**config.mk**
```make
export PLATFORM = sky130hd
export DESIGN_NAME = banded_sorted_priority_queue
export DESIGN_NICKNAME = d
export VERILOG_FILES = /design/src/rtl/bsp_pkg.sv /design/src/rtl/banded_sorted_priority_queue.sv /design/src/rtl/bsp_cell.sv /design/src/rtl/bsp_band.sv
export SDC_FILE = /design/constraint.sdc
export NUM_CORES = 2
export LEC_CHECK = 0
export ABC_AREA = 1
export BUFFER_PORTS_ARGS = -buffer_cell sky130_fd_sc_hd__buf_2
export CORE_MARGIN = 1.5
export CORE_UTILIZATION = 58
export CTS_CLUSTER_DIAMETER = 80
export DETAILED_ROUTE_END_ITERATION = 8
export GPL_TIMING_DRIVEN = 0
export MAX_ROUTING_LAYER = met4
export PLACE_DENSITY = 0.74
export SLEW_MARGIN = 40
export SYNTH_ARGS = -nofsm -noshare
export SYNTH_HDL_FRONTEND = slang
export SYNTH_HIERARCHICAL = 1
export SYNTH_SLANG_ARGS = --single-unit
```
**constraint.sdc**
```tcl
create_clock -name i_clk -period 14.1 [get_ports i_clk]
set_input_delay 3.525 -clock i_clk [delete_from_list [all_inputs] [get_ports i_clk]]
set_output_delay 3.525 -clock i_clk [all_outputs]
set_load 0.05 [all_outputs]
```
**src/rtl/bsp_pkg.sv**
```systemverilog
// ----------------------------------------------------------------------------
// bsp_pkg
// Shared constants, types and codes of the banded sorted priority queue.
// ----------------------------------------------------------------------------
package bsp_pkg;

    localparam int ENTRIES_PER_BAND = 16;
    localparam int NUM_BANDS        = 3;
    localparam int CNT_W            = $clog2(ENTRIES_PER_BAND + 1);
    localparam int PRIO_W           = 6;
    localparam int TIME_W           = 16;
    localparam int BAND_W           = 2;
    localparam int STATUS_W         = 3;
    localparam int CFG_IDX_W        = 2;

    localparam logic [CFG_IDX_W-1:0] CFG_BAND_ONE_TOP   = 2'd0;
    localparam logic [CFG_IDX_W-1:0] CFG_BAND_TWO_TOP   = 2'd1;
    localparam logic [CFG_IDX_W-1:0] CFG_BAND_THREE_TOP = 2'd2;

    localparam logic [PRIO_W-1:0] BAND_ONE_TOP_RST   = 6'd10;
    localparam logic [PRIO_W-1:0] BAND_TWO_TOP_RST   = 6'd20;
    localparam logic [PRIO_W-1:0] BAND_THREE_TOP_RST = 6'd30;

    typedef enum logic [STATUS_W-1:0] {
        ST_INSERTED = 3'd0,
        ST_REMOVED  = 3'd1,
        ST_NOTHING  = 3'd2,
        ST_RANGE    = 3'd3,
        ST_FULL     = 3'd4
    } t_status;

    // Command broadcast to every cell of one band
    typedef struct packed {
        logic              ins;
        logic              rem;
        logic [PRIO_W-1:0] prio;
        logic [TIME_W-1:0] job_time;
    } t_cell_cmd;

endpackage

```
**src/rtl/banded_sorted_priority_queue.sv**
```systemverilog
// ----------------------------------------------------------------------------
// banded_sorted_priority_queue
// Three-band sorted job queue built from shifting cell rows.
// ----------------------------------------------------------------------------
// The accept edge registers an item and picks its band; the update then shifts
// every cell of that band at once and loads the result register. No new item
// is taken until that update is done. The result register holds one finished
// item; while it waits to be taken one more item may be accepted, and its
// update waits until the result register frees. Cell storage needs no clearing
// after reset: the band counts say which cells hold jobs, so the block is ready
// on the first cycle out of reset.
module banded_sorted_priority_queue (
    input  logic                          i_clk,
    input  logic                          i_rst_n,
    input  logic                          i_cfg_we,
    input  logic [bsp_pkg::CFG_IDX_W-1:0] i_cfg_index,
    input  logic [bsp_pkg::PRIO_W-1:0]    i_cfg_data,
    input  logic                          i_in_valid,
    output logic                          o_in_ready,
    input  logic                          i_action,
    input  logic [bsp_pkg::PRIO_W-1:0]    i_priority_req,
    input  logic [bsp_pkg::TIME_W-1:0]    i_job_time,
    output logic                          o_out_valid,
    input  logic                          i_out_ready,
    output logic [bsp_pkg::STATUS_W-1:0]  o_status,
    output logic [bsp_pkg::BAND_W-1:0]    o_band,
    output logic [bsp_pkg::PRIO_W-1:0]    o_out_priority,
    output logic [bsp_pkg::TIME_W-1:0]    o_out_time
);
    import bsp_pkg::*;

    logic [PRIO_W-1:0] r_top1, r_top2, r_top3;

    logic              r_busy;
    logic              r_act;
    logic              r_range;
    logic [BAND_W-1:0] r_band;
    logic [PRIO_W-1:0] r_prio;
    logic [TIME_W-1:0] r_time;

    logic              r_out_valid;
    t_status           r_status;
    logic [BAND_W-1:0] r_out_band;
    logic [PRIO_W-1:0] r_out_prio;
    logic [TIME_W-1:0] r_out_time;

    logic              w_accept, w_exec;
    logic              w_range;
    logic [BAND_W-1:0] w_band;

    t_cell_cmd         w_cmd       [NUM_BANDS];
    logic [CNT_W-1:0]  w_count     [NUM_BANDS];
    logic [PRIO_W-1:0] w_head_prio [NUM_BANDS];
    logic [TIME_W-1:0] w_head_time [NUM_BANDS];

    t_status           n_status;
    logic [PRIO_W-1:0] n_out_prio;
    logic [TIME_W-1:0] n_out_time;
    logic              w_do_ins, w_do_rem;

    assign o_in_ready = !r_busy;
    assign w_accept   = i_in_valid && o_in_ready;
    assign w_exec     = r_busy && (!r_out_valid || i_out_ready);

    // Limits are tested in order even when not ascending
    always_comb begin
        w_range = 1'b0;
        w_band  = 2'd0;
        if (i_priority_req == '0) begin
            w_range = 1'b1;
        end else if (i_priority_req <= r_top1) begin
            w_band = 2'd0;
        end else if (i_priority_req <= r_top2) begin
            w_band = 2'd1;
        end else if (i_priority_req <= r_top3) begin
            w_band = 2'd2;
        end else begin
            w_range = 1'b1;
        end
    end

    always_comb begin
        n_status   = ST_NOTHING;
        n_out_prio = '0;
        n_out_time = '0;
        w_do_ins   = 1'b0;
        w_do_rem   = 1'b0;
        if (r_range) begin
            n_status = ST_RANGE;
        end else if (!r_act) begin
            if (w_count[r_band] == CNT_W'(ENTRIES_PER_BAND)) begin
                n_status = ST_FULL;
            end else begin
                n_status = ST_INSERTED;
                w_do_ins = 1'b1;
            end
        end else if (w_count[r_band] != '0 && w_head_prio[r_band] <= r_prio) begin
            n_status   = ST_REMOVED;
            n_out_prio = w_head_prio[r_band];
            n_out_time = w_head_time[r_band];
            w_do_rem   = 1'b1;
        end
    end

    for (genvar b = 0; b < NUM_BANDS; b++) begin : g_band
        logic w_sel;
        assign w_sel = w_exec && (r_band == BAND_W'(b));

        assign w_cmd[b].ins      = w_sel && w_do_ins;
        assign w_cmd[b].rem      = w_sel && w_do_rem;
        assign w_cmd[b].prio     = r_prio;
        assign w_cmd[b].job_time = r_time;

        bsp_band u_band (
            .i_clk       (i_clk),
            .i_rst_n     (i_rst_n),
            .i_cmd       (w_cmd[b]),
            .o_count     (w_count[b]),
            .o_head_prio (w_head_prio[b]),
            .o_head_time (w_head_time[b])
        );
    end

    always_ff @(posedge i_clk) begin
        if (!i_rst_n) begin
            r_top1 <= BAND_ONE_TOP_RST;
            r_top2 <= BAND_TWO_TOP_RST;
            r_top3 <= BAND_THREE_TOP_RST;
        end else if (i_cfg_we) begin
            case (i_cfg_index)
                CFG_BAND_ONE_TOP:   r_top1 <= i_cfg_data;
                CFG_BAND_TWO_TOP:   r_top2 <= i_cfg_data;
                CFG_BAND_THREE_TOP: r_top3 <= i_cfg_data;
                default: ;
            endcase
        end
    end

    always_ff @(posedge i_clk) begin
        if (!i_rst_n) begin
            r_busy      <= 1'b0;
            r_out_valid <= 1'b0;
        end else begin
            if (w_accept) begin
                r_busy <= 1'b1;
            end else if (w_exec) begin
                r_busy <= 1'b0;
            end
            if (w_exec) begin
                r_out_valid <= 1'b1;
            end else if (i_out_ready) begin
                r_out_valid <= 1'b0;
            end
        end
    end

    always_ff @(posedge i_clk) begin
        if (w_accept) begin
            r_act   <= i_action;
            r_range <= w_range;
            r_band  <= w_band;
            r_prio  <= i_priority_req;
            r_time  <= i_job_time;
        end
        if (w_exec) begin
            r_status   <= n_status;
            r_out_band <= r_band;
            r_out_prio <= n_out_prio;
            r_out_time <= n_out_time;
        end
    end

    assign o_out_valid    = r_out_valid;
    assign o_status       = r_status;
    assign o_band         = r_out_band;
    assign o_out_priority = r_out_prio;
    assign o_out_time     = r_out_time;

    a_exec_delivers: assert property (@(posedge i_clk) disable iff (!i_rst_n)
        w_exec |=> (o_out_valid && !r_busy))
        else $error("update did not load the result register");

    a_count_bound: assert property (@(posedge i_clk) disable iff (!i_rst_n)
        (w_count[0] <= CNT_W'(ENTRIES_PER_BAND)) && (w_count[1] <= CNT_W'(ENTRIES_PER_BAND))
        && (w_count[2] <= CNT_W'(ENTRIES_PER_BAND)))
        else $error("band count beyond capacity");

    a_removed_nonzero: assert property (@(posedge i_clk) disable iff (!i_rst_n)
        (o_out_valid && o_status == ST_REMOVED) |-> (o_out_priority != '0))
        else $error("removed job with priority zero");

    a_no_change_idle: assert property (@(posedge i_clk) disable iff (!i_rst_n)
        !w_exec |=> ($stable(w_count[0]) && $stable(w_count[1]) && $stable(w_count[2])))
        else $error("band count moved without an update");

endmodule

```
**src/rtl/bsp_cell.sv**
```systemverilog
// ----------------------------------------------------------------------------
// bsp_cell
// One slot of a sorted band: holds a job and shifts with its neighbors.
// ----------------------------------------------------------------------------
module bsp_cell (
    input  logic                      i_clk,
    input  bsp_pkg::t_cell_cmd        i_cmd,
    input  logic                      i_occupied,
    input  logic                      i_left_keep,
    input  logic [bsp_pkg::PRIO_W-1:0] i_left_prio,
    input  logic [bsp_pkg::TIME_W-1:0] i_left_time,
    input  logic [bsp_pkg::PRIO_W-1:0] i_right_prio,
    input  logic [bsp_pkg::TIME_W-1:0] i_right_time,
    output logic                      o_keep,
    output logic [bsp_pkg::PRIO_W-1:0] o_prio,
    output logic [bsp_pkg::TIME_W-1:0] o_time
);
    import bsp_pkg::*;

    logic [PRIO_W-1:0] r_prio, n_prio;
    logic [TIME_W-1:0] r_time, n_time;

    // Entries at or below the new priority stay; equal ones stay ahead of it
    assign o_keep = i_occupied && (r_prio <= i_cmd.prio);

    always_comb begin
        n_prio = r_prio;
        n_time = r_time;
        if (i_cmd.ins && !o_keep) begin
            if (i_left_keep) begin
                n_prio = i_cmd.prio;
                n_time = i_cmd.job_time;
            end else begin
                n_prio = i_left_prio;
                n_time = i_left_time;
            end
        end else if (i_cmd.rem) begin
            n_prio = i_right_prio;
            n_time = i_right_time;
        end
    end

    always_ff @(posedge i_clk) begin
        r_prio <= n_prio;
        r_time <= n_time;
    end

    assign o_prio = r_prio;
    assign o_time = r_time;

endmodule

```
**src/rtl/bsp_band.sv**
```systemverilog
// ----------------------------------------------------------------------------
// bsp_band
// One band: a row of cells kept in ascending priority order, plus its count.
// ----------------------------------------------------------------------------
module bsp_band (
    input  logic                       i_clk,
    input  logic                       i_rst_n,
    input  bsp_pkg::t_cell_cmd         i_cmd,
    output logic [bsp_pkg::CNT_W-1:0]  o_count,
    output logic [bsp_pkg::PRIO_W-1:0] o_head_prio,
    output logic [bsp_pkg::TIME_W-1:0] o_head_time
);
    import bsp_pkg::*;

    logic [CNT_W-1:0]  r_count;
    logic              w_keep [ENTRIES_PER_BAND];
    logic [PRIO_W-1:0] w_prio [ENTRIES_PER_BAND];
    logic [TIME_W-1:0] w_time [ENTRIES_PER_BAND];

    always_ff @(posedge i_clk) begin
        if (!i_rst_n) begin
            r_count <= '0;
        end else if (i_cmd.ins) begin
            r_count <= r_count + CNT_W'(1);
        end else if (i_cmd.rem) begin
            r_count <= r_count - CNT_W'(1);
        end
    end

    for (genvar i = 0; i < ENTRIES_PER_BAND; i++) begin : g_cell
        logic              w_left_keep;
        logic [PRIO_W-1:0] w_left_prio, w_right_prio;
        logic [TIME_W-1:0] w_left_time, w_right_time;

        if (i == 0) begin : g_first
            assign w_left_keep = 1'b1;
            assign w_left_prio = '0;
            assign w_left_time = '0;
        end else begin : g_mid
            assign w_left_keep = w_keep[i-1];
            assign w_left_prio = w_prio[i-1];
            assign w_left_time = w_time[i-1];
        end

        if (i == ENTRIES_PER_BAND - 1) begin : g_last
            assign w_right_prio = '0;
            assign w_right_time = '0;
        end else begin : g_inner
            assign w_right_prio = w_prio[i+1];
            assign w_right_time = w_time[i+1];
        end

        bsp_cell u_cell (
            .i_clk        (i_clk),
            .i_cmd        (i_cmd),
            .i_occupied   (CNT_W'(i) < r_count),
            .i_left_keep  (w_left_keep),
            .i_left_prio  (w_left_prio),
            .i_left_time  (w_left_time),
            .i_right_prio (w_right_prio),
            .i_right_time (w_right_time),
            .o_keep       (w_keep[i]),
            .o_prio       (w_prio[i]),
            .o_time       (w_time[i])
        );
    end

    assign o_count     = r_count;
    assign o_head_prio = w_prio[0];
    assign o_head_time = w_time[0];

endmodule
```
After elaboration in Yosys (flattened, before gate mapping)
Index checks and enable logic that the tools add are counted.
{ "classes": {"n_addsub": 6, "magnitude_cmp": 101, "n_eq_ne": 5, "muxes": 315, "bitwise_logic": 3, "reduce_logical": 222} }
{ "ops": {"columns": ["cell", "count"], "rows": [
  ["16-bit 2-to-1 mux", 143],
  ["6-bit 2-to-1 mux", 143],
  ["6-bit <= comparator", 52],
  ["4-bit by 5-bit < comparator with 1-bit output (first input constant)", 24],
  ["1-bit logical AND", 108],
  ["2-bit nonzero test", 53],
  ["3-bit by 5-bit < comparator with 1-bit output (first input constant)", 12],
  ["1-bit logical NOT", 50],
  ["5-bit 2-to-1 mux", 8],
  ["16-bit binary-select mux with 2-bit select", 1],
  ["1-bit by 5-bit < comparator with 1-bit output (first input constant)", 6],
  ["2-bit by 5-bit < comparator with 1-bit output (first input constant)", 6],
  ["5-bit by 1-bit adder with 5-bit output (second input constant)", 3],
  ["5-bit by 1-bit subtractor with 5-bit output (second input constant)", 3],
  ["1-bit 2-to-1 mux", 14],
  ["6-bit binary-select mux with 2-bit select", 1],
  ["5-bit binary-select mux with 2-bit select", 1],
  ["6-bit logical NOT", 1],
  ["3-bit 2-to-1 mux", 2],
  ["2-bit AND reduction", 3],
  ["3-bit OR reduction", 2],
  ["5-bit == test (second input constant)", 1],
  ["5-bit nonzero test", 1],
  ["2-bit by 1-bit == test with 1-bit output (second input constant)", 2],
  ["other kinds (8)", 12]
]} }
{ "word_totals": {"ff_bits": 1144, "in_bits": 36, "output_inout_bits": 29, "wordCells": 766} }

Logic depth before layout (Yosys ltp)
{ "depth": {"depth_word": 12, "ltp_mapped": 20, "depth_no_buf": 19} }

Cells and area by module
Netlist, hierarchy kept.
{ "modules_own_cells": {"columns": ["module", "n_inst", "cells_each", "area_per_inst_um2", "seq_area_each_um2"], "rows": [
  ["bsp_cell", 48, 158, 1442.6, 660.6],
  ["banded_sorted_priority_queue", 1, 382, 3646.0, 1991.9],
  ["bsp_band", 3, 74, 457.9, 100.1]
]} }

Worst setup path after synthesis
No wires, ideal clock.
{ "synth_timing": {"path_kind": "input port to flip-flop", "start": "in i_out_ready", "end": "reg g_band[0].u_band.g_cell[0].u_cell.r_prio[0] (enable)", "setup_time_ns": 0.379, "t_arrival_ns": 10.084, "required_time_ns": 13.721, "path_slack_ns": 3.637, "stages": 7, "n_path_buf": 1, "cell_sequence": "inv_1 a21oi_1 nand2_1 nor2_1 nand2_4 buf_6 nand2_1"} }
{ "synth_lines": {"columns": ["element", "line_no", "text"], "rows": [
  ["start, declared", "banded_sorted_priority_queue.sv:24", "input logic i_out_ready,"],
  ["end signal, assigned", "bsp_cell.sv:44", "r_prio <= n_prio;"],
  ["end, declared", "bsp_cell.sv:20", "logic [PRIO_W-1:0] r_prio, n_prio;"]
]} }

==> results.md <==
* Die width at 360.8 um
* Max-Cap Viols at 0
* Layout Nets at 8988
* Setup violators final at 0
* Initial drt markers at 5684
* # clock sinks at 1144
* Relative slew slack at 37.61%
* Leakage at 37.48 nW
* Util after Layout at 65.29%
* Bufs on Longest Clock Path at 3
* Pin count of the biggest net entering global routing at 23
* YS warnings at 6
* Worst hold path depth at 2
* DR WL/cell at 18.63 um
* Die ar. at ~0.13 mm2
* Post-Syn Area at 0.07425 mm2
* Comb pwr share at 9.1%
* Avg Cell Area, Syn at 9.072 um2
* I/O Buffers at 64
* Clk pwr share at 42.6%
* Top delay family on crit path: buffers and inverters
* Cells after synthesis at just over 8000
* Floorplan core area at between 0.1 and 0.15 mm2
* Switching power at around 1.9 mW
* Layout cell share with drive strength beyond 1 at a little over a fifth
* Insertion delay to the later sink of the worst-skew pair at 0.78 ns
* Setup bufs post-CTS at 0
* Overflow after GRT at 0
* Drt drc at 0
* Drt first pass iters at 6
* Chip Height at around 360 um
* Vias in the first global route at 57000
* Final Total Pwr at 7.933 mW
* P&R area growth vs syn at 11.99%
* Max Slew Vio Count at 0
* CTS clk-pin slew, worst paths at 0.06 ns
* Reg2Reg Depth at 15
* Inserted Clock Buffers at 131
* Gr usage total at 30.11%
* Ant diodes at 0
* Rows at 131
* Status: finished, final reports clean
* Routed Antenna Nets at 0
* Fillcell total at 10140
* Fin crit share at about 43%
* Critical Path Source Type: primary input
* First-pass GRT wire length at around 300000 um
* CP Data Arrival Time at roughly 6.5 ns
* H-Tree Depth at 4
* Crit Path Class: primary input to register
* Internal power at ~6 mW
* Final hold slack at between 0.4 and 0.5 ns
* Power per cell area at 95.40 mW/mm2
* Post-CTS Hold Fix Bufs at 0
* Largest stage delay, worst path at 0.45 ns
* Buf/Inv on CP at 8
* Initial cell density of the core at around three fifths
* IR drop worst, VDD at about 0.14 mV
* IO Pins at between 60 and 70
* Minimum clock period at 6.084 ns
* Root Driver: clkbuf_16
* Fin Setup TNS at 0 ns
* DP HPWL at 149500 um
* Tightest Pin Transition at approximately 0.93 ns
* Crit-path most repeated cell: buf_8
* Via count at 58700
* Finished Layout Cells at roughly 10000
* Levels on crit path at 13
* Routed WL at 193600 um
* Worst path cell trace: buf_2, inv_1, a21oi_4, buf_8, nand2_1, nor2_4, buf_16, buf_16, buf_8, buf_8, nand2_4, buf_6, nand2_2
* Reg power frac at 48.3%
* Min-Delay Path Class: register to register
* CTS tree: yes
* CP Capture Type: register
* RSZ-0062 raised after global routing: no
* Crit path max fanout at 22
* Vias/cell at between 5 and 6
* Switch share at 24.28%
* GPL Wtd Cong at roughly 0.9
* Max Fclk at ~160 MHz
* Final setup skew at 0.03330 ns
* Worst path required time at 14.50 ns
* Initial antenna violation count at 0
* Worst path slowest cell: a21oi_4
* Final hold vios at 0
* Post_cts resized at 0
* Placed Instances at 10160
[flip-flops by register name (all words and copies together), names as in the netlist]
signal and cells:
r_top1 6, r_top2 6, r_act 1, g_band.u_band/o_count 15
o_status 3, r_band 2, g_band.u_band/g_cell.u_cell/o_prio 288, o_out_valid 1
o_out_priority 6, r_top3 6, g_band.u_band/g_cell.u_cell/o_time 768, o_band 2
r_time 16, r_prio 6, o_out_time 16, r_range 1
r_busy 1
[cell usage in the layout (no fill, tap or decap), types with 26 or more instances in the layout]
cell type / count
ha_1: 321
edfxtp_1: 1109
mux2_2: 816
nor2_1: 329
conb_1: 135
nand2_1: 2598
clkbuf_16: 136
dfxtp_1: 35
nand2_2: 98
buf_2: 163
o21ai_0: 26
clkbuf_1: 124
buf_6: 186
nor2_2: 52
a21oi_1: 329
inv_1: 660
buf_4: 144
nand2_4: 96
nand3_1: 1130
nand3_2: 60
[final timing paths]
check / end / slack [ns] / startpoint
worst max-delay path: g_band[2].u_band/g_cell[14].u_cell/o_time[5]$_DFFE_PP_ / 8.02 / i_out_ready
worst min-delay path: r_top2[3]$_SDFFE_PN0P_ / 0.47 / r_top2[3]$_SDFFE_PN0P_
worst max register to register: g_band[2].u_band/g_cell[14].u_cell/o_time[5]$_DFFE_PP_ / 9.89 / r_band[0]$_SDFFCE_PP0P_
worst min register to register: r_top2[3]$_SDFFE_PN0P_ / 0.47 / r_top2[3]$_SDFFE_PN0P_
[power by group through the flow]
stage | Sequential [mW] | Clock (mW) | Combinational, mW
after CTS | 3.83 | 3.42 | 0.705
after global placement | 3.98 | 0 | 0.560
after global routing | 3.83 | 3.54 | 0.791
final | 3.83 | 3.38 | 0.721
after floorplan | 3.92 | 0 | 0.437
after detailed placement | 3.90 | 0 | 0.697
[per-layer routing]
metal | track usage (%) | part of all wire, % | up-vias
met5 | - | 0 | -
met4 | 9.175 | 3.0 | 0
met3 | 3.580 | 8.0 | 394
met2 | 47.09 | 45 | 2472
met1 | 41.17 | 44 | 27410
li1 | - | - | 28430
[worst reg2reg max path, cell delays in order, from the launching register on]
cell and delay (ns):
edfxtp_1 0.67, nor2_4 0.21, nand3_1 0.31, nand2_1 0.10, inv_1 0.06, nand2_1 0.12, nand2_1 0.13, nand2_1 0.23
nor2_4 0.46, buf_16 0.23, buf_16 0.19, buf_8 0.21, buf_8 0.23, nand2_4 0.11, buf_6 0.15, nand2_2 0.40
[final cells by class]
cell class              instances  area [um2]  share of cell area [%]
inverters                     666        2500                   3.006
clock buffers                 162        3511                   4.222
plain buffers                 443        3085                   3.711
repair buffers                184        1941                   2.334
multi-input cells            6061       35340                   42.49
flip-flops and latches       1144       34000                   40.89
clock inverters                72       700.7                  0.8426
well taps                    1662        2079                   2.501
[through the flow]
| step | area (um2) | worst slack [ns] |
|---|---|---|
| after floorplan | 74740 | 3.637 |
| after global placement | 77140 | 0.1366 |
| after detailed placement | 78860 | 6.975 |
| after CTS | 83070 | 7.791 |
| after global routing | 83150 | 7.852 |
| final | 83150 | 8.016 |
Note: power is estimated with default switching activity, not from simulation.
